### src/sv/svpwm_pkg.sv
// Shared types, constants and tables of the SVPWM duty and sample point block.
package svpwm_pkg;

  localparam int DATA_W    = 16;
  localparam int CFG_IDX_W = 2;
  localparam int CODE_W    = 3;
  localparam int SB_W      = 34;
  localparam int MAG_W     = 36;
  localparam int HALF_W    = 18;
  localparam int PP_W      = 34;
  localparam int DIV_W     = 38;
  localparam int REM_W     = 54;
  localparam int DIV_STEPS = 15;
  localparam int BUS_SHIFT = 17;
  localparam int LATENCY   = 23;

  localparam logic [CFG_IDX_W-1:0] CFG_PERIOD = 2'd0;
  localparam logic [CFG_IDX_W-1:0] CFG_TOP    = 2'd1;
  localparam logic [CFG_IDX_W-1:0] CFG_SETTLE = 2'd2;
  localparam logic [CFG_IDX_W-1:0] CFG_OFFSET = 2'd3;

  localparam logic [DATA_W-1:0] PERIOD_RST = 16'd8400;
  localparam logic [DATA_W-1:0] TOP_RST    = 16'd4200;
  localparam logic [DATA_W-1:0] SETTLE_RST = 16'd200;
  localparam logic [DATA_W-1:0] OFFSET_RST = 16'd100;

  localparam logic signed [SB_W-1:0] SQRT3_Q16 = 34'sd113512;

  localparam logic [CODE_W-1:0] CODE_ZERO = 3'd0;
  localparam logic [CODE_W-1:0] SEC_1     = 3'd1;
  localparam logic [CODE_W-1:0] SEC_2     = 3'd2;
  localparam logic [CODE_W-1:0] SEC_3     = 3'd3;
  localparam logic [CODE_W-1:0] SEC_4     = 3'd4;
  localparam logic [CODE_W-1:0] SEC_5     = 3'd5;
  localparam logic [CODE_W-1:0] SEC_6     = 3'd6;
  localparam logic [CODE_W-1:0] CODE_FULL = 3'd7;

  typedef struct packed {
    logic [DATA_W-1:0] period;
    logic [DATA_W-1:0] top;
    logic [DATA_W-1:0] settle;
    logic [DATA_W-1:0] offset;
  } cfg_t;

  typedef struct packed {
    logic signed [DATA_W-1:0] alpha_voltage;
    logic signed [DATA_W-1:0] beta_voltage;
    logic [DATA_W-1:0]        bus_voltage;
  } in_item_t;

  typedef struct packed {
    logic [DATA_W-1:0] compare_a;
    logic [DATA_W-1:0] compare_b;
    logic [DATA_W-1:0] compare_c;
    logic [DATA_W-1:0] sample_point;
    logic              sample_mirrored;
    logic [CODE_W-1:0] sector_code;
  } out_item_t;

  typedef struct packed {
    logic              valid;
    logic [CODE_W-1:0] code;
    logic [CODE_W-1:0] sect;
    logic [MAG_W-1:0]  e;
    logic [MAG_W-1:0]  r;
    logic [MAG_W-1:0]  ma;
    logic [MAG_W-1:0]  mb;
  } vec_t;

  typedef struct packed {
    logic                   valid;
    logic [CODE_W-1:0]      code;
    logic [CODE_W-1:0]      sect;
    logic [DIV_W-1:0]       div;
    logic [2:0][REM_W-1:0]  num;
  } num_t;

  typedef struct packed {
    logic                   valid;
    logic [CODE_W-1:0]      code;
    logic [CODE_W-1:0]      sect;
    logic [2:0][DATA_W-1:0] cmp;
  } cmp_t;

  function automatic logic [MAG_W-1:0] mag(input logic signed [MAG_W-1:0] v);
    return v[MAG_W-1] ? MAG_W'(-v) : MAG_W'(v);
  endfunction

  // value index (v1..v3) per phase: {c, b, a}
  function automatic logic [5:0] phase_sel(input logic [CODE_W-1:0] s);
    logic [5:0] r;
    case (s)
      SEC_1:   r = {2'd2, 2'd0, 2'd1};
      SEC_2:   r = {2'd1, 2'd2, 2'd0};
      SEC_3:   r = {2'd2, 2'd1, 2'd0};
      SEC_4:   r = {2'd0, 2'd1, 2'd2};
      SEC_5:   r = {2'd1, 2'd0, 2'd2};
      SEC_6:   r = {2'd0, 2'd2, 2'd1};
      default: r = {2'd2, 2'd1, 2'd0};
    endcase
    return r;
  endfunction

  // reference and other phase: {other, ref}
  function automatic logic [3:0] ref_sel(input logic [CODE_W-1:0] s);
    logic [3:0] r;
    case (s)
      SEC_1:   r = {2'd1, 2'd0};
      SEC_2:   r = {2'd0, 2'd1};
      SEC_3:   r = {2'd2, 2'd1};
      SEC_4:   r = {2'd1, 2'd2};
      SEC_5:   r = {2'd0, 2'd2};
      SEC_6:   r = {2'd2, 2'd0};
      default: r = {2'd2, 2'd1};
    endcase
    return r;
  endfunction

endpackage

### src/sv/svpwm_samp.sv
// Current sampling point selection, mirroring and clamp (two stages).
module svpwm_samp (
  input  logic                 clk,
  input  logic                 rst,
  input  svpwm_pkg::cfg_t      cfg,
  input  svpwm_pkg::cmp_t      cmp,
  output logic                 done,
  output svpwm_pkg::out_item_t result
);
  import svpwm_pkg::*;

  logic [3:0]              rsel;
  logic [DATA_W-1:0]       refv, oth, diff, delta;

  logic                    va;
  logic [CODE_W-1:0]       code_a;
  logic [2:0][DATA_W-1:0]  cmp_a;
  logic [DATA_W-1:0]       spm, spp;
  logic                    settle_gt, delta_gt;

  logic [DATA_W-1:0]       ceil_b, spmir, sp_b;
  logic                    mir_b;

  always_comb begin
    rsel  = ref_sel(cmp.sect);
    refv  = cmp.cmp[rsel[1:0]];
    oth   = cmp.cmp[rsel[3:2]];
    diff  = cfg.top - refv;
    delta = refv - oth;
  end

  always_ff @(posedge clk) begin
    if (rst) begin
      va <= 1'b0;
    end else begin
      va <= cmp.valid;
    end
    code_a    <= cmp.code;
    cmp_a     <= cmp.cmp;
    spm       <= refv - cfg.offset;
    spp       <= refv + cfg.offset;
    settle_gt <= diff > cfg.settle;
    delta_gt  <= {1'b0, delta} > {diff, 1'b0};
  end

  always_comb begin
    ceil_b = cfg.top - DATA_W'(1);
    spmir  = cfg.top + cfg.top - spp - DATA_W'(1);
    mir_b  = 1'b0;
    if (settle_gt) begin
      sp_b = ceil_b;
    end else if (delta_gt) begin
      sp_b = spm;
    end else if (spp >= cfg.top) begin
      sp_b  = spmir;
      mir_b = 1'b1;
    end else begin
      sp_b = spp;
    end
    if (sp_b > ceil_b) begin
      sp_b = ceil_b;
    end
  end

  always_ff @(posedge clk) begin
    if (rst) begin
      done <= 1'b0;
    end else begin
      done <= va;
    end
    result.compare_a       <= cmp_a[0];
    result.compare_b       <= cmp_a[1];
    result.compare_c       <= cmp_a[2];
    result.sample_point    <= sp_b;
    result.sample_mirrored <= mir_b;
    result.sector_code     <= code_a;
  end

endmodule

### config.mk
export PLATFORM = sky130hd
export DESIGN_NAME = svpwm_samp
export DESIGN_NICKNAME = d
export VERILOG_FILES = /design/src/sv/svpwm_pkg.sv /design/src/sv/svpwm_samp.sv
export SDC_FILE = /design/constraint.sdc
export NUM_CORES = 1
export LEC_CHECK = 0
export BUFFER_PORTS_ARGS = -buffer_cell sky130_fd_sc_hd__buf_2
export CORE_MARGIN = 8
export CORE_UTILIZATION = 60
export DETAILED_ROUTE_END_ITERATION = 7
export PLACE_DENSITY = 0.94
export SYNTH_ARGS = -nofsm -noshare
export SYNTH_HDL_FRONTEND = slang
export SYNTH_SLANG_ARGS = --single-unit
### constraint.sdc
create_clock -name clk -period 15.31 [get_ports clk]
set_input_delay 1.531 -clock clk [delete_from_list [all_inputs] [get_ports clk]]
set_output_delay 1.531 -clock clk [all_outputs]
set_load 0.02 [all_outputs]
==> summary.txt, run 1 <==
Status -> finished clean
Initial antenna violation count -> 5
Max cap viols -> 0
Vias in the first global route -> 9822
WL final -> 30500 µm
Setup-failing EPs final -> 0
Final Max Tran Viols -> 0
Synth cell count leaders -> dfxtp_1 (154), ha_1 (137), inv_1 (121)
WP data required -> 15.61 ns
Synth warnings -> 0
Worst EP arrival -> 7.16 ns
Leakage -> 5.73 nW
Synthesized cell area -> 10100 µm²
Final setup TNS -> 0 ns
GRT busiest layer -> met2
Die Ht -> 146 µm
Worst reg-to-reg setup slack -> 9.77 ns
Ys flop type -> dfxtp_1
Largest net degree at the start of global routing -> 33
Crit Reg-Reg Endpoint -> result[19]
Largest area contributor in the netlist -> dfxtp_1
Post-synth net total -> 1430
Top post-synthesis cells by area -> dfxtp_1 (30%), ha_1 (17%), xnor2_1 (4.7%)
CTS tree -> built
Standard-cell rows -> 47
Layout Cells excl Fill -> 1570
Die Area -> 21300 µm²
Fin util -> 71.4%
Min-delay src -> cmp_a[18]
Dpl cells -> 1533
NumNets Final -> 1593
DR vias/cell -> 6.28
Final instance area -> 11800 µm²
Top Ports -> 190
Critical path fanouts, max -> 32
Synth top area share -> 30.4%
DRT iter0 DRCs -> 1233
Fin crit period -> 6.86 ns
Flop and latch count out of synthesis -> 154
GR Util met1 -> 31.4%
Root Buffer -> clkbuf_16
Sequential area share after synthesis -> 30.4%
Avg Cell Area, Syn -> 8.67 µm²
R2R cell count -> 21
Synth Instances -> 1169
Die Wd -> 146 µm
Met3 Use GR -> 6.34%
Routed len/inst -> 19.4 µm
Gr usage total -> 27.7%
Crit end category -> flop
DP Worst Slack -> 8.34 ns
CTS Buf Count -> 17
Post-synthesis async set-or-reset flop share -> 0%
Clock sinks -> 154
Post-CTS setup buffer count -> 0
Overall Power -> 1.83 mW
Count leader, synth -> dfxtp_1
Area post-placement -> 11200 µm²
Final Hold Viols -> 0
Relative max-transition margin -> 8.53%
Post-DRT Antenna Nets -> 0
Launching point of the worst reg2reg path -> spp[0]
Critical path type -> primary input to flop
Hold-fix buffers at CTS -> 0
Remaining global-route overflow -> 0
Hold Path Class -> flop to flop
Post-synth EDFFs -> 0
Fmax -> 146 MHz
Worst Hold End -> result[38]
Number of port buffers -> 173
Via count -> 9861
H-tree Lvls -> 4
Clock tree buffer depth -> 2
# DRC -> 0
Period Utilization, post-route -> 44.8%
M2 GR Usage -> 47.0%
Synth-to-Final Area Change -> 16.3%
Final worst slack -> 8.45 ns
Clock transition at path regs -> 0.07 ns
Placeable Area -> 16500 µm²
Initial core utilization -> 61.4%
Fill count -> 1125
Worst vdd ir -> 98.7 µV
Element type at the critical path start -> primary input
Synth cell types -> 79
RSZ-0062 raised after global routing -> false
WHS Path Cells -> 0
GP Congestion -> 0.909
1st-pass router iterations -> 7
Fin Clk Skew -> 0.00689 ns
Post_cts resized -> 0
Pwr Density -> 155 nW/µm²
Dpl hpwl -> 22100 µm
Share of layout cells above drive strength 1 -> 17.8%
Worst-Margin Slew -> 1.37 ns
Skew-Pair Late Insertion Delay -> 0.44 ns
First-pass GRT wire length -> 48700 µm
Hold WS -> 0.322 ns
==> cells by family after synthesis <==
group,share of synthesized area [%]
AOI/OAI and AO/OA,20.3
and+or+nand+nor,14.3
buffers and inverters,5.91
DFF,30.4
adders and majority gates,17.5
xor gates and xnor gates,7.48
muxes,4.05
==> power breakdown <==
part / internal [mW] / total, mW / switching, mW
Combinational: 0.365 / 0.887 / 0.522
Clock: 0.247 / 0.440 / 0.193
Sequential: 0.470 / 0.499 / 0.0291
Total: 1.08 / 1.83 / 0.744
==> critical path, stage by stage <==
cell and delay (ns):
buf_2 0.25, nor2b_2 1.12, o21ai_0 0.49, inv_1 0.21, ha_1 0.24, inv_1 0.07, ha_1 0.19, a31oi_1 0.16
o221ai_2 0.14, a31o_1 0.32, a31o_4 0.30, a221o_1 0.34, o21ai_1 0.21, nand2b_1 0.09, xor2_1 0.15, ha_1 0.30
a21o_1 0.16, a221oi_1 0.40, a21oi_1 0.08, a221oi_1 0.23, a31oi_1 0.16
==> cell type report <==
cell class / count / area [µm²] / share of cell area [%]
diodes: 5 / 12.5 / 0.106
clock inverters: 14 / 179 / 1.52
well taps: 220 / 275 / 2.33
repair buffers: 176 / 888 / 7.53
multi-input cells: 860 / 6460 / 54.8
inverters: 123 / 462 / 3.91
clock buffers: 18 / 429 / 3.64
flip-flops and latches: 154 / 3080 / 26.1
==> metal layers <==
metal / part of all wire [%] / up-vias
li1: - / 4503
met4: 5.4 / 4
met5: 0.072 / -
met2: 48 / 635
met3: 8.4 / 173
met1: 38 / 4546
==> worst max-delay path by stage <==
stage / startpoint / depth (start not counted) / end
floorplan: cmp[50] / 23 / delta_gt
finish: cmp[50] / 21 / delta_gt
detailed placement: cmp[50] / 21 / delta_gt
CTS: cmp[50] / 21 / delta_gt
global placement: cmp[50] / 21 / delta_gt
global route: cmp[50] / 22 / delta_gt
==> sequential cells by signal, summed over array words and instances, names as in the netlist <==
name	cells
cmp_a	48
code_a	3
delta_gt	1
done	1
result	68
settle_gt	1
spm	15
spp	16
va	1
==> cell usage in the layout, fill, tap and decap left out, drive strengths merged, types with 7 or more instances in the layout <==
cell type and n:
xnor2 55, nor4 7, a21oi 73, o21ai 56
o31ai 14, a31oi 18, mux2 8, nand3 16
nor2 64, clkbuf 18, a211oi 10, dfxtp 154
or3 15, nand2b 24, xor2 28, inv 129
a21o 30, nand2 70, and3 7, o22ai 22
nand4 9, o221ai 14, buf 176, nor3 40
mux2i 32, nor2b 12, ha 137, o21a 18
No activity file was read; power rests on OpenSTA's default activity.
==> inputs of run 2 (changes only) <==
CORE_UTILIZATION = 57   (was 60)
PLACE_DENSITY = 0.91   (was 0.94)
clock period = 6.73 ns   (was 15.31 ns; I/O delays follow)
==> run 2 against run 1 <==
  * Via count fell by 3.5%
  * Cell area rose by 0.49%
  * Sequential power is 130% higher
  * Routed wire length is 5.2% lower
  * Total power rose by 130%
==> summary.txt, run 2 (synthesis results as in run 1) <==
Max reg flops -> 68
Placeable Area -> 17400 µm²
Hold Path Class -> flop to flop
First-pass GRT wire length -> 46000 µm
Post-DRT Antenna Nets -> 0
1st-pass router iterations -> 6
# DRC -> 0
Worst EP arrival -> 5.63 ns
Fin crit period -> 5.32 ns
Critical path type -> primary input to flop
DRT iter0 DRCs -> 848
Clock sinks -> 154
Relative max-transition margin -> 43.5%
Launching point of the worst reg2reg path -> spp[0]
Final worst slack -> 1.41 ns
Remaining global-route overflow -> 0
Final Max Tran Viols -> 0
CTS tree -> built
Number of port buffers -> 173
Top Ports -> 190
Leakage -> 5.78 nW
Most frequent cells in the layout -> buf_2 (173), dfxtp_1 (154), ha_1 (137)
Sequential power share -> 27.5%
Dpl cells -> 1546
Vias in the first global route -> 9478
Gr usage total -> 25.5%
Layout Cells excl Fill -> 1582
Via count -> 9515
Fill count -> 1274
Crit end category -> flop
Post_cts resized -> 0
Skew-Pair Late Insertion Delay -> 0.43 ns
DP Worst Slack -> 1.11 ns
WP data required -> 7.05 ns
Initial core utilization -> 58.4%
Switching share of power -> 40.0%
RSZ-0062 raised after global routing -> false
Min-delay src -> cmp_a[15]
Routed len/inst -> 18.3 µm
Pwr Density -> 348 nW/µm²
Crit Reg-Reg Endpoint -> result[6]
Worst Hold End -> result[67]
Die Ht -> 149 µm
Worst vdd ir -> 222 µV
Fin Clk Skew -> 0.00767 ns
DR vias/cell -> 6.01
Worst-Margin Slew -> 0.836 ns
Pint -> 2.47 mW
Share of layout cells above drive strength 1 -> 18.3%
Final Hold Viols -> 0
Largest net degree at the start of global routing -> 28
CTS Buf Count -> 17
Clock tree buffer depth -> 2
Top flop regs -> result: 68 flops, cmp_a: 48 flops, spp: 16 flops
Most common cell after layout, fill and taps aside -> buf_2
Root Buffer -> clkbuf_16
R2R cell count -> 22
NumNets Final -> 1601
Hold-fix buffers at CTS -> 0
Switch Pwr -> 1.65 mW
Hold WS -> 0.325 ns
Standard-cell rows -> 48
Final setup TNS -> 0 ns
Synth-to-Final Area Change -> 16.9%
Post-CTS setup buffer count -> 0
Largest Register -> result
Fmax -> 188 MHz
H-tree Lvls -> 4
Critical path fanouts, max -> 19
Die Area -> 22300 µm²
Die Wd -> 149 µm
WL final -> 28900 µm
WHS Path Cells -> 0
Dpl hpwl -> 22100 µm
Setup-failing EPs final -> 0
Combinational power share -> 48.3%
Max cap viols -> 0
Status -> finished clean
Initial antenna violation count -> 6
GP Congestion -> 0.883
Worst reg-to-reg setup slack -> 1.57 ns
Clock share of power -> 24.2%
Period Utilization, post-route -> 79.0%
Clock transition at path regs -> 0.07 ns
Element type at the critical path start -> primary input
[run 2: cell types whose count changed in the layout (fill, tap and decap cells not counted), moves of 2 or more]
cell	change
clkinv_8	-2
clkinv_4	+2
inv_6	-2
buf_4	+8
inv_8	+2
clkinvlp_4	-2
[run 2: metal layers]
layer  part of all wire, %  track usage (%)
met2                    47             42.3
met1                    39             29.0
met4                   5.1             14.5
met5                 0.090                0
met3                   8.3             6.98
[run 2: area by class of cell]
cell class | instances | area (µm²) | area share, %
clock inverters | 13 | 159 | 1.34
repair buffers | 184 | 948 | 8.00
multi-input cells | 860 | 6460 | 54.6
inverters | 123 | 462 | 3.90
well taps | 225 | 282 | 2.38
diodes | 4 | 10.0 | 0.0845
flip-flops and latches | 154 | 3080 | 26.0
clock buffers | 19 | 443 | 3.74
[run 2: through the flow]
step / area (µm²) / power, mW / utilization, %
2_1_floorplan: 10100 / 2.59 / -
3_3_place_gp: 11200 / 2.99 / 64.8
3_5_place_dp: 11200 / 3.08 / 64.8
4_1_cts: 11800 / 4.09 / 68.2
5_1_grt: 11800 / 4.37 / 68.3
6_report: 11900 / 4.12 / 68.3
[run 2: critical path, stage by stage]
cell	delay, ns
buf_2	0.24
nor2b_2	0.67
o21ai_0	0.41
inv_1	0.21
ha_1	0.21
inv_1	0.06
ha_1	0.18
a31oi_1	0.16
o221ai_2	0.14
a31o_1	0.29
a31o_4	0.28
a221o_1	0.34
o21ai_1	0.20
a21oi_1	0.11
xor2_1	0.15
ha_1	0.30
and3_1	0.16
a221oi_1	0.35
a21oi_1	0.08
a221oi_1	0.29
a31oi_1	0.13
[run 2: how the worst max path moves through the flow]
stage | slack, ns | end | startpoint | cells after the start
finish | 1.41 | delta_gt | cmp[50] | 21
global route | 1.13 | settle_gt | cmp[50] | 22
CTS | 1.54 | delta_gt | cmp[50] | 21
detailed placement | 1.11 | result[6] | cfg[33] | 22
global placement | 1.27 | delta_gt | cmp[50] | 21
floorplan | 1.72 | delta_gt | cmp[50] | 23
[run 2: power groups by stage]
stage | sequential (mW) | combinational, mW | clock, mW
2_1_floorplan | 1.22 | 1.37 | 0
3_3_place_gp | 1.15 | 1.84 | 0
3_5_place_dp | 1.15 | 1.93 | 0
4_1_cts | 1.13 | 1.95 | 1.01
5_1_grt | 1.15 | 2.18 | 1.05
6_report | 1.13 | 1.99 | 0.997
==> inputs of run 3 (changes only) <==
ABC_AREA = 1   (was not set)
CORE_UTILIZATION = 51   (was 57)
PLACE_DENSITY = 0.87   (was 0.91)
clock period = 4.5 ns   (was 6.73 ns; I/O delays follow)
==> run 3 against run 2 <==
  * Register-to-register slack got worse by 1.1 ns
  * Final cell count rose by 6.7%
  * Largest power group unchanged
  * Synthesized area shrank 4.2%
  * Worst hold slack lost 0.20 ns
  * Cell area down 3.3%
  * Setup slack worse by 0.95 ns
  * Sequential power rose by 50%
==> summary.txt, run 3 <==
Clock share of power -> 24.3%
Worst-Margin Slew -> 0.601 ns
Fin crit period -> 4.04 ns
R2R cell count -> 21
Final worst slack -> 0.464 ns
Synthesized cell area -> 9720 µm²
Hold WS -> 0.120 ns
Final instance area -> 11500 µm²
Remaining global-route overflow -> 0
Initial antenna violation count -> 5
Top flop regs -> result: 68 flops, cmp_a: 48 flops, spp: 16 flops
GP Congestion -> 0.895
Final setup TNS -> 0 ns
Hold-fix buffers at CTS -> 0
Synth cell count leaders -> nand2_1 (213), inv_1 (183), dfxtp_1 (154)
CTS Buf Count -> 17
Flop and latch count out of synthesis -> 154
Clock transition at path regs -> 0.07 ns
Standard-cell rows -> 50
Worst EP arrival -> 4.41 ns
# DRC -> 0
Post-synth EDFFs -> 0
Crit end category -> flop
Area post-placement -> 10900 µm²
Post-synthesis async set-or-reset flop share -> 0%
Die Ht -> 154 µm
WP data required -> 4.87 ns
Fmax -> 248 MHz
Top post-synthesis cells by area -> dfxtp_1 (32%), ha_1 (18%), nand2_1 (8.2%)
Max cap viols -> 0
CP Cell Sequence -> inv_1 -> ha_1 -> fa_1 -> nand3_1 -> nand2_1 -> a21oi_1 -> o21ai_0 -> a21oi_1 -> xor2_1 -> nand2_1 -> o211ai_1 -> nand3_1 -> and2_1 -> ha_1 -> nand2_1 -> nor4_1 -> nand2_1 -> a32o_1 -> buf_4 -> or2_1 -> nand2_1
Synth-to-Final Area Change -> 18.0%
Count leader, synth -> nand2_1
Avg Cell Area, Syn -> 7.71 µm²
Max reg flops -> 68
Skew-Pair Late Insertion Delay -> 0.43 ns
Setup-failing EPs final -> 0
Post-synth net total -> 1522
Synth cell types -> 54
Launching point of the worst reg2reg path -> spp[1]
Critical path origin -> spp[1]
1st-pass router iterations -> 6
Largest net degree at the start of global routing -> 33
Die Wd -> 154 µm
Ys flop type -> dfxtp_1
Fill count -> 1593
Placeable Area -> 18700 µm²
Largest Register -> result
WHS Path Cells -> 1
Period Utilization, post-route -> 89.7%
Met1 wire length -> 11100 µm
Initial core utilization -> 51.9%
Synth top area share -> 31.7%
First-pass GRT wire length -> 44700 µm
DRT iter0 DRCs -> 870
Most common cell after layout, fill and taps aside -> nand2_1
Worst vdd ir -> 311 µV
Switching share of power -> 41.4%
DR vias/cell -> 5.51
Pwr Density -> 523 nW/µm²
Fin util -> 61.3%
Gr usage total -> 23.3%
Element type at the critical path start -> flop
Met3 Wirelength -> 1920 µm
Critical path fanouts, max -> 32
Top Ports -> 190
H-tree Lvls -> 4
Pint -> 3.51 mW
Share of layout cells above drive strength 1 -> 17.5%
Final Hold Viols -> 0
Slowest stage delay, CP -> 0.41 ns
Switch Pwr -> 2.48 mW
Post-CTS setup buffer count -> 0
Slowest stage cell, crit path -> fa_1
Leakage -> 6.02 nW
Die Area -> 23700 µm²
RSZ-0062 raised after global routing -> false
Sequential power share -> 28.4%
Largest area contributor in the netlist -> dfxtp_1
Vias in the first global route -> 9125
Fin Clk Skew -> 0.00838 ns
CTS tree -> built
Combinational power share -> 47.4%
Relative max-transition margin -> 59.6%
Post-DRT Antenna Nets -> 0
Via count -> 9294
Routed len/inst -> 16.7 µm
Synth Instances -> 1261
Hold Path Class -> primary input to flop
DR WL met2 -> 14100 µm
Most frequent CP cell -> nand2_1
Clock sinks -> 154
Sequential area share after synthesis -> 31.7%
Dpl hpwl -> 22300 µm
Post_cts resized -> 0
Synth warnings -> 0
Min-delay src -> cmp[52]
DP Worst Slack -> 0.144 ns
Critical path type -> flop to flop
Top layer reached by signal wires -> met4
Number of port buffers -> 173
Most frequent cells in the layout -> nand2_1 (213), inv_1 (183), buf_2 (173)
Root Buffer -> clkbuf_16
Final Max Tran Viols -> 0
NumNets Final -> 1697
Clock tree buffer depth -> 2
WL final -> 28100 µm
Status -> finished clean
## run 3: cell types whose count changed in the layout (fill, tap and decap cells not counted), moves of 18 or more
| cell | before | now |
|---|---|---|
| nand3_1 | 16 | 64 |
| o21ai_0 | 49 | 85 |
| nor3_1 | 40 | 11 |
| xnor2_1 | 54 | 13 |
| a21o_1 | 30 | 4 |
| inv_1 | 121 | 183 |
| mux2i_1 | 32 | 3 |
| nand2b_1 | 24 | 0 |
| xor2_1 | 28 | 70 |
| o22ai_1 | 21 | 3 |
| nand2_1 | 69 | 213 |
| a21oi_1 | 73 | 116 |
## run 3: per-layer routing
layer,track usage [%],vias to the layer above
met3,4.15,89
met5,0,-
met1,26.6,4261
met2,41.6,397
met4,11.0,0
li1,-,4547
## run 3: final cells by class
| type | instances | area, µm² | area share, % |
|---|---|---|---|
| diodes | 6 | 15.0 | 0.131 |
| well taps | 234 | 293 | 2.55 |
| inverters | 190 | 713 | 6.22 |
| repair buffers | 185 | 956 | 8.34 |
| flip-flops and latches | 154 | 3080 | 26.9 |
| clock inverters | 13 | 156 | 1.36 |
| clock buffers | 18 | 439 | 3.83 |
| multi-input cells | 888 | 5810 | 50.7 |
## run 3: worst paths after layout
check,to,slack [ns]
worst min register to register,result[65],0.32
worst max register to register,result[19],0.46
worst min-delay path,code_a[1],0.12
worst max-delay path,result[19],0.46
## run 3: metrics by stage
| step | instances | power [mW] |
|---|---|---|
| final | 1688 | 5.99 |
| after global routing | 1687 | 6.43 |
| after CTS | 1682 | 5.96 |
| after detailed placement | 1651 | 4.49 |
| after global placement | 1651 | 4.38 |
| after floorplan | 1261 | 3.76 |
## run 3: cell families (layout without fill, tap and decap cells)
logic type	after synthesis	in the layout	share of synthesized area (%)
other cells	0	6	0
xor+xnor	83	83	7.48
flops	154	154	31.7
compound gates	273	273	16.0
buf+inv	219	406	8.47
simple gates	389	389	17.8
mux	3	3	0.309
fa+ha+maj	140	140	18.3
## run 3: power by group through the flow
| stage | Clock [mW] | Sequential, mW | Combinational [mW] |
|---|---|---|---|
| after global routing | 1.53 | 1.72 | 3.19 |
| after global placement | 0 | 1.71 | 2.66 |
| after CTS | 1.46 | 1.70 | 2.80 |
| after floorplan | 0 | 1.83 | 1.92 |
| final | 1.45 | 1.70 | 2.84 |
| after detailed placement | 0 | 1.72 | 2.76 |
## run 3: worst max-delay path: cells and delay by family, from the launching register on
family | cells | cell delay (ns)
compound gates | 5 | 0.97
xor+xnor | 1 | 0.16
fa+ha+maj | 3 | 0.91
buf+inv | 2 | 0.27
flops | 1 | 0.35
simple gates | 10 | 1.32
