--- src/sv/svpwm_pkg.sv ---
// Shared types, constants and tables of the SVPWM duty and sample point block.
package svpwm_pkg;

  localparam int DATA_W    = 16;
  localparam int CFG_IDX_W = 2;
  localparam int CODE_W    = 3;
  localparam int SB_W      = 34;
  localparam int MAG_W     = 36;
  localparam int HALF_W    = 18;
  localparam int PP_W      = 34;
  localparam int DIV_W     = 38;
  localparam int REM_W     = 54;
  localparam int DIV_STEPS = 15;
  localparam int BUS_SHIFT = 17;
  localparam int LATENCY   = 23;

  localparam logic [CFG_IDX_W-1:0] CFG_PERIOD = 2'd0;
  localparam logic [CFG_IDX_W-1:0] CFG_TOP    = 2'd1;
  localparam logic [CFG_IDX_W-1:0] CFG_SETTLE = 2'd2;
  localparam logic [CFG_IDX_W-1:0] CFG_OFFSET = 2'd3;

  localparam logic [DATA_W-1:0] PERIOD_RST = 16'd8400;
  localparam logic [DATA_W-1:0] TOP_RST    = 16'd4200;
  localparam logic [DATA_W-1:0] SETTLE_RST = 16'd200;
  localparam logic [DATA_W-1:0] OFFSET_RST = 16'd100;

  localparam logic signed [SB_W-1:0] SQRT3_Q16 = 34'sd113512;

  localparam logic [CODE_W-1:0] CODE_ZERO = 3'd0;
  localparam logic [CODE_W-1:0] SEC_1     = 3'd1;
  localparam logic [CODE_W-1:0] SEC_2     = 3'd2;
  localparam logic [CODE_W-1:0] SEC_3     = 3'd3;
  localparam logic [CODE_W-1:0] SEC_4     = 3'd4;
  localparam logic [CODE_W-1:0] SEC_5     = 3'd5;
  localparam logic [CODE_W-1:0] SEC_6     = 3'd6;
  localparam logic [CODE_W-1:0] CODE_FULL = 3'd7;

  typedef struct packed {
    logic [DATA_W-1:0] period;
    logic [DATA_W-1:0] top;
    logic [DATA_W-1:0] settle;
    logic [DATA_W-1:0] offset;
  } cfg_t;

  typedef struct packed {
    logic signed [DATA_W-1:0] alpha_voltage;
    logic signed [DATA_W-1:0] beta_voltage;
    logic [DATA_W-1:0]        bus_voltage;
  } in_item_t;

  typedef struct packed {
    logic [DATA_W-1:0] compare_a;
    logic [DATA_W-1:0] compare_b;
    logic [DATA_W-1:0] compare_c;
    logic [DATA_W-1:0] sample_point;
    logic              sample_mirrored;
    logic [CODE_W-1:0] sector_code;
  } out_item_t;

  typedef struct packed {
    logic              valid;
    logic [CODE_W-1:0] code;
    logic [CODE_W-1:0] sect;
    logic [MAG_W-1:0]  e;
    logic [MAG_W-1:0]  r;
    logic [MAG_W-1:0]  ma;
    logic [MAG_W-1:0]  mb;
  } vec_t;

  typedef struct packed {
    logic                   valid;
    logic [CODE_W-1:0]      code;
    logic [CODE_W-1:0]      sect;
    logic [DIV_W-1:0]       div;
    logic [2:0][REM_W-1:0]  num;
  } num_t;

  typedef struct packed {
    logic                   valid;
    logic [CODE_W-1:0]      code;
    logic [CODE_W-1:0]      sect;
    logic [2:0][DATA_W-1:0] cmp;
  } cmp_t;

  function automatic logic [MAG_W-1:0] mag(input logic signed [MAG_W-1:0] v);
    return v[MAG_W-1] ? MAG_W'(-v) : MAG_W'(v);
  endfunction

  // value index (v1..v3) per phase: {c, b, a}
  function automatic logic [5:0] phase_sel(input logic [CODE_W-1:0] s);
    logic [5:0] r;
    case (s)
      SEC_1:   r = {2'd2, 2'd0, 2'd1};
      SEC_2:   r = {2'd1, 2'd2, 2'd0};
      SEC_3:   r = {2'd2, 2'd1, 2'd0};
      SEC_4:   r = {2'd0, 2'd1, 2'd2};
      SEC_5:   r = {2'd1, 2'd0, 2'd2};
      SEC_6:   r = {2'd0, 2'd2, 2'd1};
      default: r = {2'd2, 2'd1, 2'd0};
    endcase
    return r;
  endfunction

  // reference and other phase: {other, ref}
  function automatic logic [3:0] ref_sel(input logic [CODE_W-1:0] s);
    logic [3:0] r;
    case (s)
      SEC_1:   r = {2'd1, 2'd0};
      SEC_2:   r = {2'd0, 2'd1};
      SEC_3:   r = {2'd2, 2'd1};
      SEC_4:   r = {2'd1, 2'd2};
      SEC_5:   r = {2'd0, 2'd2};
      SEC_6:   r = {2'd2, 2'd0};
      default: r = {2'd2, 2'd1};
    endcase
    return r;
  endfunction

endpackage

--- src/sv/svpwm_vec.sv ---
// Sector decode, active vector magnitudes and saturation scale (three stages).
module svpwm_vec (
  input  logic                clk,
  input  logic                rst,
  input  logic                in_valid,
  input  svpwm_pkg::in_item_t in_item,
  output svpwm_pkg::vec_t     vec
);
  import svpwm_pkg::*;

  logic signed [SB_W-1:0]  b_ext;
  logic signed [MAG_W-1:0] a_ext;

  logic                    v1;
  logic signed [SB_W-1:0]  sb;
  logic signed [MAG_W-1:0] a3;
  logic                    bpos;
  logic [DATA_W-1:0]       udc;

  logic signed [MAG_W-1:0] sb_x, av, bv, cv;
  logic [CODE_W-1:0]       code_c, sect_c;
  logic [MAG_W-1:0]        ma_c, mb_c;

  logic                    v2;
  logic [CODE_W-1:0]       code2, sect2;
  logic [MAG_W-1:0]        ma2, mb2, d2;

  logic [MAG_W-1:0]        sum3, e3;

  assign b_ext = SB_W'($signed(in_item.beta_voltage));
  assign a_ext = MAG_W'($signed(in_item.alpha_voltage));

  always_ff @(posedge clk) begin
    if (rst) begin
      v1 <= 1'b0;
    end else begin
      v1 <= in_valid;
    end
    sb   <= b_ext * SQRT3_Q16;
    a3   <= (a_ext <<< 17) + (a_ext <<< 16);
    bpos <= !in_item.beta_voltage[DATA_W-1] && (in_item.beta_voltage != '0);
    udc  <= in_item.bus_voltage;
  end

  always_comb begin
    sb_x   = MAG_W'(sb);
    av     = sb_x <<< 1;
    bv     = a3 - sb_x;
    cv     = -a3 - sb_x;
    code_c = {!cv[MAG_W-1] && (cv != '0), !bv[MAG_W-1] && (bv != '0), bpos};
    case (code_c)
      SEC_3: begin
        ma_c = mag(bv);
        mb_c = mag(av);
      end
      SEC_1: begin
        ma_c = mag(bv);
        mb_c = mag(cv);
      end
      SEC_5: begin
        ma_c = mag(av);
        mb_c = mag(cv);
      end
      SEC_4: begin
        ma_c = mag(av);
        mb_c = mag(bv);
      end
      SEC_6: begin
        ma_c = mag(cv);
        mb_c = mag(bv);
      end
      SEC_2: begin
        ma_c = mag(cv);
        mb_c = mag(av);
      end
      default: begin
        ma_c = '0;
        mb_c = '0;
      end
    endcase
    sect_c = (code_c == CODE_ZERO || code_c == CODE_FULL) ? SEC_3 : code_c;
  end

  always_ff @(posedge clk) begin
    if (rst) begin
      v2 <= 1'b0;
    end else begin
      v2 <= v1;
    end
    code2 <= code_c;
    sect2 <= sect_c;
    ma2   <= ma_c;
    mb2   <= mb_c;
    d2    <= MAG_W'(udc) << BUS_SHIFT;
  end

  always_comb begin
    sum3 = ma2 + mb2;
    e3   = (sum3 > d2) ? sum3 : d2;
    if (e3 == '0) begin
      e3 = MAG_W'(1);
    end
  end

  always_ff @(posedge clk) begin
    if (rst) begin
      vec.valid <= 1'b0;
    end else begin
      vec.valid <= v2;
    end
    vec.code <= code2;
    vec.sect <= sect2;
    vec.e    <= e3;
    vec.r    <= e3 - sum3;
    vec.ma   <= ma2;
    vec.mb   <= mb2;
  end

endmodule

--- config.mk ---
export PLATFORM = sky130hd
export DESIGN_NAME = svpwm_vec
export DESIGN_NICKNAME = d
export VERILOG_FILES = /design/src/sv/svpwm_pkg.sv /design/src/sv/svpwm_vec.sv
export SDC_FILE = /design/constraint.sdc
export NUM_CORES = 1
export LEC_CHECK = 0
export BUFFER_PORTS_ARGS = -buffer_cell sky130_fd_sc_hd__buf_2
export CAP_MARGIN = 20
export CELL_PAD_IN_SITES_DETAIL_PLACEMENT = 0
export CELL_PAD_IN_SITES_GLOBAL_PLACEMENT = 1
export CORE_ASPECT_RATIO = 1.2
export CORE_MARGIN = 5
export CORE_UTILIZATION = 39
export CTS_CLUSTER_DIAMETER = 50
export DETAILED_ROUTE_END_ITERATION = 10
export HOLD_SLACK_MARGIN = 0.03
export PLACE_DENSITY_LB_ADDON = 0.1
export SYNTH_ARGS = -nofsm -noshare
export SYNTH_HDL_FRONTEND = slang
export SYNTH_SLANG_ARGS = --single-unit
--- constraint.sdc ---
create_clock -name clk -period 12.1 [get_ports clk]
set_clock_uncertainty 0.2 [all_clocks]
set_input_delay 1.21 -clock clk [delete_from_list [all_inputs] [get_ports clk]]
set_output_delay 1.21 -clock clk [all_outputs]
set_load 0.03 [all_outputs]
==> summary.md, run 1 <==
| Metric | Value |
|---|---|
| Mapped cell area | `22700 sq um` |
| Fraction of registers with async set or reset after synthesis | `0` |
| Critical Path Start Type | `flop` |
| Synth area leader | `dfxtp_1` |
| Worst EP required | `12.37 ns` |
| Vias in the first global route | `18940` |
| Cts repair resizes | `0` |
| CP max stage delay | `0.69 ns` |
| CP most frequent cell | `a21oi_1` |
| Post-synthesis xor/xnor area fraction | `0.08754` |
| Synth area leaders | `dfxtp_1 26%, ha_1 16%, fa_1 11%` |
| Initial antenna violation count | `0` |
| Main combinational cell family by area after synthesis | `adder cells` |
| Max-cap viol count | `0` |
| Share of cells above drive strength 1 | `0.1121` |
| Count of boundary I/O pins | `202` |
| Register area share after synthesis | `0.2611` |
| Starting Density | `0.3953` |
| Drt wl/cell | `18.73 um` |
| Reg clk slew, reported paths | `0.06 ns` |
| Grt total ovfl | `0` |
| Worst-path fanout max | `9` |
| Register area | `5926 sq um` |
| DP HPWL | `55430 um` |
| Yosys cell types | `94` |
| CP max stage cell | `nor2b_1` |
| CTS Hold Bufs | `0` |
| Avg Cell Area, Syn | `8.961 sq um` |
| Crit path capture type | `flop` |
| Non-filler cells, final | `3473` |
| Die width | `230.2 um` |
| CTS tree | `built` |
| Gr usage total | `0.2021` |
| Site Rows | `96` |
| Endpoints failing hold | `0` |
| H-tree Lvls | `2` |
| DR DRC count | `0` |
| Root Buffer | `clkbuf_16` |
| Area of the core | `57420 sq um` |
| Most frequent cell after synthesis | `inv_1` |
| Die H | `274.3 um` |
| TritonRoute pass-1 iters | `5` |
| Count of pins over their slew limit | `0` |
| Post-synth top cells | `314 x inv_1, 296 x dfxtp_1, 285 x ha_1` |
| First-pass GRT wire length | `102900 um` |
| Top_reg_cell synth | `dfxtp_1` |
| Clock Sinks | `296` |
| Synth Instances | `2533` |
| TritonCTS Buffers | `37` |
| Pin count of the biggest net entering global routing | `31` |
| Synthesis warning total | `0` |
| Area Growth Syn to Fin | `12.83%` |
| Final core occ | `0.4461` |
| Ant diodes | `0` |
| Vias per cell | `5.240` |
| Die area | `63140 sq um` |
| Detailed Route Iter0 Violations | `778` |
| DR vias | `18200` |
| Status | `completed` |
| Sum of negative setup slack | `0 ns` |
| Post-Place Cells | `3410` |
| RSZ-0062 raised after global routing | `false` |
| Setup bufs post-CTS | `0` |
| Period utilisation layout | `0.8227` |
| # fillers | `5738` |
| Slew at the pin with the worst max-slew slack | `1.157 ns` |
| CTS Buffer Depth | `3` |
| Synth Area in Simple Gates | `0.1429` |
| Tmin final | `9.955 ns` |
| CP Data Arrival Time | `10.23 ns` |
| Max transition margin | `0.2277` |
| Gpl congestion | `0.8810` |
| Nets | `3174` |
| Port bufs | `191` |
| Final Setup Violations | `0` |
| Share of the synthesized area in the top cell type | `0.2611` |
| Critical path class | `reg -> reg` |
| Mux contribution to synthesized area | `0.004520` |
| EDFF count, synth | `0` |
| Worst skew pair latency | `0.55 ns` |
| Hold Path Class | `reg -> reg` |
| Synth Area in Compound Gates | `0.1713` |
| Synth Area in Adders | `0.2656` |
| Routed Antenna Nets | `0` |
| Fmax achieved | `100.5 MHz` |
| Drt total wl | `65040 um` |
| Area occupied by multi-input gates | `15290 sq um` |
| Synth Register Bits | `296` |
## state kept, by name, indices dropped and copies added, names as in the netlist, 3 cells and up
name   count
vec      140
ma2       33
mb2       33
sb        31
a3        18
d2        16
udc       16
code2      3
sect2      3
## worst paths after layout
path / from / end / slack (ns) / cells past startpoint
worst min register to register: sect2[0]$_SDFF_PP1_ / vec[144]$_DFF_P_ / 0.12 / 0
worst min-delay path: sect2[0]$_SDFF_PP1_ / vec[144]$_DFF_P_ / 0.12 / 0
worst max-delay path: ma2[3]$_SDFF_PN0_ / vec[106]$_DFF_P_ / 2.14 / 36
worst max register to register: ma2[3]$_SDFF_PN0_ / vec[106]$_DFF_P_ / 2.14 / 36
## layer usage
metal / routed length [um] / track usage / vias up
met5: 0 / 0 / -
met4: 2029 / 0.06263 / 0
met3: 1902 / 0.02382 / 100
met2: 33720 / 0.3851 / 331
met1: 27390 / 0.2359 / 8648
li1: - / - / 9119
## logic make-up (layout without fill, tap and decap cells)
group                    after synthesis  after routing
AND/OR/NAND/NOR                      640            640
XOR/XNOR                             226            226
other                                  1             10
adder cells (fa/ha/maj)              408            408
multiplexers                          10             10
flip-flops                           296            296
AO/OA/AOI/OAI                        563            563
buffers and inverters                389            585
## placed cells by master (no fill, tap or decap), types with 21 or more instances in the layout
cell type  instances
nor2b_1           33
a21o_1            49
nand2b_1          27
a21oi_1          142
inv_1            314
nor3_1            42
clkbuf_16         37
o21a_1            29
xor2_1            60
fa_1             123
a211oi_1          21
o221ai_1          37
nand3_1           66
o211ai_1          26
o21ai_0           94
nor2_1           137
nor4_1            22
dfxtp_1          296
buf_2            191
nand2_1          178
xnor2_1          165
a31oi_1           24
ha_1             285
nand4_1           23
o31ai_1           22
## critical path, delay by kind of cell (launching register included)
| family | cells | cell delay, ns |
|---|---|---|
| flip-flops | 1 | 0.32 |
| XOR/XNOR | 1 | 0.23 |
| adder cells (fa/ha/maj) | 4 | 1.13 |
| buffers and inverters | 1 | 0.07 |
| AO/OA/AOI/OAI | 22 | 5.85 |
| AND/OR/NAND/NOR | 8 | 2.05 |
## per-stage QoR
step | worst slack [ns] | hold slack, ns | cell area, sq um
5_1_grt | 1.340 | 0.1315 | 25610
3_3_place_gp | 2.232 | 0.1100 | 24390
6_report | 2.145 | 0.1240 | 25610
4_1_cts | 2.031 | 0.1233 | 25580
2_1_floorplan | 3.984 | 0.1096 | 22730
3_5_place_dp | 2.071 | 0.1121 | 24390
## layout make-up
cell class	instances	share of cell area
clock buffer	42	0.03728
tap	735	0.03591
multi-input combinational	1857	0.5971
sequential	296	0.2314
timing repair buffer	207	0.04280
clock inverter	20	0.009185
inverter	316	0.04631
Power of run 1 is left out: the tool's default activity adds up to more than one toggle a clock period on the data nets, which glitch-free logic cannot reach.
==> run 2, diff against run 1 <==
--- a/config.mk
+++ b/config.mk
@@ -5,6 +5,7 @@
 export SDC_FILE = /design/constraint.sdc
 export NUM_CORES = 1
 export LEC_CHECK = 0
+export ABC_AREA = 1
 export BUFFER_PORTS_ARGS = -buffer_cell sky130_fd_sc_hd__buf_2
 export CAP_MARGIN = 20
 export CELL_PAD_IN_SITES_DETAIL_PLACEMENT = 0
==> constraint.sdc (replaced) <==
create_clock -name clk -period 8.45 [get_ports clk]
set_clock_uncertainty 0.2 [all_clocks]
set_input_delay 0.845 -clock clk [delete_from_list [all_inputs] [get_ports clk]]
set_output_delay 0.845 -clock clk [all_outputs]
set_load 0.03 [all_outputs]
==> run 2 against run 1 <==
Effect of this change: register-to-register slack worse by 1.0 ns; final area is 12% higher; sequential cell count stayed put; critical path type unchanged; highest routed layer is now met5.
==> summary.md, run 2 <==
| Metric | Value |
|---|---|
| Ant diodes | `0` |
| Sum of negative setup slack | `0 ns` |
| Reg with most FFs | `vec` |
| Reg clk slew, reported paths | `0.06 ns` |
| Gr usage total | `0.2389` |
| Yosys cell types | `51` |
| Starting Density | `0.3945` |
| Post-synthesis xor/xnor area fraction | `0.05410` |
| Critical Path Start | `ma2[3]$_SDFF_PN0_` |
| Worst-path fanout max | `25` |
| Synth Instances | `3690` |
| Register area share after synthesis | `0.2317` |
| Area occupied by multi-input gates | `16920 sq um` |
| Synth Area in Adders | `0.2357` |
| Worst EP required | `8.70 ns` |
| Register area | `5926 sq um` |
| H-tree Lvls | `2` |
| Design area | `28650 sq um` |
| Fraction of registers with async set or reset after synthesis | `0` |
| TritonCTS Buffers | `34` |
| Hold Crit Start | `code2[0]$_DFF_P_` |
| DP Area | `27400 sq um` |
| RSZ-0062 raised after global routing | `false` |
| # fillers | `6997` |
| Vias per cell | `4.868` |
| Gpl congestion | `0.9563` |
| Fmax achieved | `136.8 MHz` |
| Die area | `70830 sq um` |
| Status | `completed` |
| Most frequent cell after synthesis | `nand2_1` |
| Non-filler cells, final | `4749` |
| Drt wl/cell | `18.14 um` |
| Die H | `290.5 um` |
| EDFF count, synth | `0` |
| Drt total wl | `86140 um` |
| Vias in the first global route | `24100` |
| WHS Endpoint | `vec[147]$_DFF_P_` |
| Count of boundary I/O pins | `202` |
| Tmin final | `7.309 ns` |
| Area of the core | `64830 sq um` |
| Count of pins over their slew limit | `0` |
| DP HPWL | `75270 um` |
| Setup bufs post-CTS | `0` |
| Clock Sinks | `296` |
| Max reg flops | `140` |
| Commonest non-fill, non-tap cell in the layout | `nand2_1` |
| Slew at the pin with the worst max-slew slack | `1.103 ns` |
| Post-Place Cells | `4687` |
| Routed Antenna Nets | `0` |
| CP most frequent cell | `nand2_1` |
| CP Data Arrival Time | `7.56 ns` |
| Endpoints failing hold | `0` |
| Worst R2R End | `vec[102]$_DFF_P_` |
| Synth Area in Compound Gates | `0.07254` |
| Crit Reg-Reg Startpoint | `ma2[3]$_SDFF_PN0_` |
| Share of cells above drive strength 1 | `0.09114` |
| Nets | `4350` |
| Critical path class | `reg -> reg` |
| Mux contribution to synthesized area | `0` |
| Main combinational cell family by area after synthesis | `simple AND/OR/NAND/NOR gates` |
| TritonRoute pass-1 iters | `5` |
| Largest registers | `vec: 140 flops, ma2: 33 flops, mb2: 33 flops` |
| Crit path capture type | `flop` |
| Synth Area in Simple Gates | `0.2976` |
| Site Rows | `102` |
| CTS Hold Bufs | `0` |
| Detailed Route Iter0 Violations | `920` |
| Most frequent cells in the layout | `1026 x nand2_1, 634 x inv_1, 296 x dfxtp_1` |
| Worst skew pair latency | `0.55 ns` |
| Cts repair resizes | `0` |
| Post-synth top cells | `1026 x nand2_1, 634 x inv_1, 296 x dfxtp_1` |
| R2r worst-path depth | `43` |
| Top_reg_cell synth | `dfxtp_1` |
| Die width | `243.8 um` |
| Max-cap viol count | `0` |
| Initial antenna violation count | `1` |
| Synth area leaders | `dfxtp_1 23%, nand2_1 15%, ha_1 14%` |
| Synth Register Bits | `296` |
| Pin count of the biggest net entering global routing | `38` |
| CP max stage delay | `0.40 ns` |
| R2r setup slk | `1.14 ns` |
| Mapped cell area | `25580 sq um` |
| CTS tree | `built` |
| Synth area leader | `dfxtp_1` |
| Grt total ovfl | `0` |
| Max transition margin | `0.2578` |
| Hold Path Class | `reg -> reg` |
| Period utilisation layout | `0.8649` |
| Share of the synthesized area in the top cell type | `0.2317` |
| Port bufs | `191` |
| Root Buffer | `clkbuf_16` |
| Avg Cell Area, Syn | `6.932 sq um` |
| Worst hold path depth | `0` |
| CTS Buffer Depth | `3` |
| Area Growth Syn to Fin | `11.98%` |
| First-pass GRT wire length | `133400 um` |
| DR vias | `23120` |
| DR DRC count | `0` |
| Final Setup Violations | `0` |
| CP max stage cell | `o21ai_0` |
| Synthesis warning total | `0` |
| Critical Path Start Type | `flop` |
run 2: metal layers:
metal,track usage,share of wire,vias to the layer above
met5,0,0.00014,-
met3,0.02180,0.027,152
li1,-,-,11990
met2,0.4694,0.54,418
met1,0.2629,0.39,10560
met4,0.09043,0.044,2
run 2: stage by stage:
step / hold WS, ns / setup WS, ns / util
2_1_floorplan: 0.1096 / 2.603 / -
3_3_place_gp: 0.1101 / 1.113 / 0.4227
3_5_place_dp: 0.1121 / 1.015 / 0.4227
4_1_cts: 0.1158 / 1.011 / 0.4418
5_1_grt: 0.1267 / 0.4386 / 0.4418
6_report: 0.1159 / 1.141 / 0.4418
run 2: cells by family after synthesis:
group | after synthesis
xor+xnor | 158
flops | 296
simple gates | 1789
compound gates | 335
fa+ha+maj | 408
other cells | 1
buf+inv | 703
run 2: cell type report:
cell class                 count  area share
sequential                   296      0.2069
clock buffer                  43     0.03302
timing repair buffer         203     0.03652
tap                          832     0.03634
multi-input combinational   2700      0.5908
inverter                     656     0.08614
clock inverter                19     0.01035
run 2: critical path, delay by kind of cell (launching register included):
family,cells,cell delay [ns]
fa+ha+maj,4,1.26
buf+inv,4,0.52
simple gates,28,2.87
compound gates,7,2.03
flops,1,0.33
run 2: how the worst max path moves through the flow:
stage | endpoint | slack, ns | cells after the start
global route | vec[102]$_DFF_P_ | 0.44 | 44
global placement | vec[102]$_DFF_P_ | 1.11 | 43
finish | vec[102]$_DFF_P_ | 1.14 | 43
floorplan | vec[102]$_DFF_P_ | 2.60 | 44
detailed placement | vec[102]$_DFF_P_ | 1.02 | 43
CTS | vec[102]$_DFF_P_ | 1.01 | 43
Power of run 2 is left out for the same reason.
==> run 3, diff against run 2 <==
==> constraint.sdc (replaced) <==
create_clock -name clk -period 8.45 [get_ports clk]
set_clock_uncertainty 0.2 [all_clocks]
set_input_delay 0.4225 -clock clk [delete_from_list [all_inputs] [get_ports clk]]
set_output_delay 0.4225 -clock clk [all_outputs]
set_load 0.03 [all_outputs]
==> run 3 against run 2 <==
Effect of this change: sequential cell count unchanged; non-clock buffer count up 23; critical path depth did not move; clock-buffer cell count is the same; fmax decreased by 1.5%; highest routed layer is now met4.
==> summary.md, run 3 (same netlist as run 2, synthesis figures left out) <==
| Metric | Value |
|---|---|
| Area Growth Syn to Fin | `13.11%` |
| Hold Path Class | `in -> reg` |
| Max transition margin | `0.2675` |
| DR vias | `23290` |
| Global route hottest layer | `met2` |
| H-tree Lvls | `2` |
| CP Data Arrival Time | `7.66 ns` |
| Crit path capture type | `flop` |
| Drt wl/cell | `17.97 um` |
| TritonRoute pass-1 iters | `6` |
| Nets | `4375` |
| Worst R2R End | `vec[102]$_DFF_P_` |
| RSZ-0062 raised after global routing | `false` |
| Most frequent cells in the layout | `1026 x nand2_1, 634 x inv_1, 296 x dfxtp_1` |
| Critical Path Start Type | `flop` |
| Max reg flops | `140` |
| Status | `completed` |
| Sum of negative setup slack | `0 ns` |
| Worst EP required | `8.69 ns` |
| Worst hold path depth | `4` |
| Commonest non-fill, non-tap cell in the layout | `nand2_1` |
| Endpoints failing hold | `0` |
| WHS Endpoint | `a3[32]$_DFF_P_` |
| Grt met2 use | `0.4722` |
| CP max stage delay | `0.43 ns` |
| Period utilisation layout | `0.8780` |
| Grt total ovfl | `0` |
| Tmin final | `7.419 ns` |
| Final core occ | `0.4463` |
| Root Buffer | `clkbuf_16` |
| Gr usage total | `0.2388` |
| Gpl congestion | `0.9584` |
| CP max stage cell | `o21ai_0` |
| Share of cells above drive strength 1 | `0.09185` |
| CTS tree | `built` |
| Hold Crit Start | `in_item[46]` |
| Port bufs | `191` |
| Worst skew pair latency | `0.54 ns` |
| Starting Density | `0.3945` |
| Count of boundary I/O pins | `202` |
| Die area | `70830 sq um` |
| CTS Buffer Depth | `3` |
| Critical Path Start | `ma2[3]$_SDFF_PN0_` |
| TritonCTS Buffers | `36` |
| Clock Sinks | `296` |
| Vias in the first global route | `24270` |
| Crit Reg-Reg Startpoint | `ma2[3]$_SDFF_PN0_` |
| Drt total wl | `85770 um` |
| Vias per cell | `4.880` |
| Setup bufs post-CTS | `0` |
| Die H | `290.5 um` |
| Slew at the pin with the worst max-slew slack | `1.089 ns` |
| Routed Antenna Nets | `0` |
| Site Rows | `102` |
| Pin count of the biggest net entering global routing | `38` |
| First-pass GRT wire length | `133200 um` |
| Area of the core | `64830 sq um` |
| DP HPWL | `75060 um` |
| Detailed Route Iter0 Violations | `1035` |
| Cts repair resizes | `0` |
| R2r worst-path depth | `43` |
| Reg with most FFs | `vec` |
| Met3 usage | `0.02106` |
| GR Util met1 | `0.2616` |
| CP most frequent cell | `nand2_1` |
| Ant diodes | `0` |
| Die width | `243.8 um` |
| Max-cap viol count | `0` |
| Largest registers | `vec: 140 flops, ma2: 33 flops, mb2: 33 flops` |
| Final Setup Violations | `0` |
| Count of pins over their slew limit | `0` |
| DR DRC count | `0` |
| Critical path class | `reg -> reg` |
| Reg clk slew, reported paths | `0.06 ns` |
| Worst-path fanout max | `25` |
| R2r setup slk | `1.03 ns` |
| Fmax achieved | `134.8 MHz` |
| Initial antenna violation count | `0` |
[run 3: cell count changes in the layout (fill, tap and decap cells not counted)]
cell           previous run  this run
inv_8                     0         1
clkinv_2                  3         4
clkbuf_1                  4         0
clkbuf_8                  4         7
inv_6                     5         3
clkbuf_16                35        36
clkinv_8                  5         2
clkinvlp_4                2         1
dlygate4sd3_1             0        23
clkinv_4                  0         4
bufinv_16                 5         6
[run 3: through the flow]
step	hold slack (ns)	instances	setup WS [ns]	area (sq um)
2_1_floorplan	0.1096	3699	2.603	25610
3_3_place_gp	0.1096	4687	1.109	27400
3_5_place_dp	0.1121	4687	0.9926	27400
4_1_cts	0.04953	4773	0.9696	28930
5_1_grt	0.08444	4773	0.3307	28930
6_report	0.07540	4773	1.031	28930
[run 3: cell type report]
| type | instances | area (sq um) |
|---|---|---|
| Tap cell | 832 | 1041 |
| Clock buffer | 43 | 997.2 |
| Fill cell | 7032 | 35900 |
| Sequential cell | 296 | 5926 |
| Timing Repair Buffer | 226 | 1276 |
| Multi-Input combinational cell | 2700 | 16920 |
| Clock inverter | 20 | 304.0 |
| Inverter | 656 | 2467 |
[run 3: worst max-delay path, delay by kind of cell (launching register included)]
family / cells / cell delay (ns)
AO/OA/AOI/OAI: 7 / 2.07
adder cells (fa/ha/maj): 4 / 1.26
buffers and inverters: 4 / 0.54
flip-flops: 1 / 0.33
AND/OR/NAND/NOR: 28 / 2.87
[run 3: repair_timing]
item	4_1_cts	5_1_grt
setup endpoints to repair	0	0
hold endpoints to repair	24	0
hold buffers	23	0
[run 3: worst max-delay path by stage]
stage                             endpoint  slack (ns)  cells past startpoint
after floorplan           vec[102]$_DFF_P_        2.60                     44
after global placement    vec[102]$_DFF_P_        1.11                     43
after detailed placement  vec[102]$_DFF_P_        0.99                     43
after CTS                 vec[102]$_DFF_P_        0.97                     43
after global routing      vec[102]$_DFF_P_        0.33                     44
final                     vec[102]$_DFF_P_        1.03                     43
[run 3: layer usage]
metal,part of all wire,wire [um]
met3,0.028,2390
met5,0,0
met4,0.043,3686
met2,0.54,46050
met1,0.39,33650
Power of run 3 is left out for the same reason.
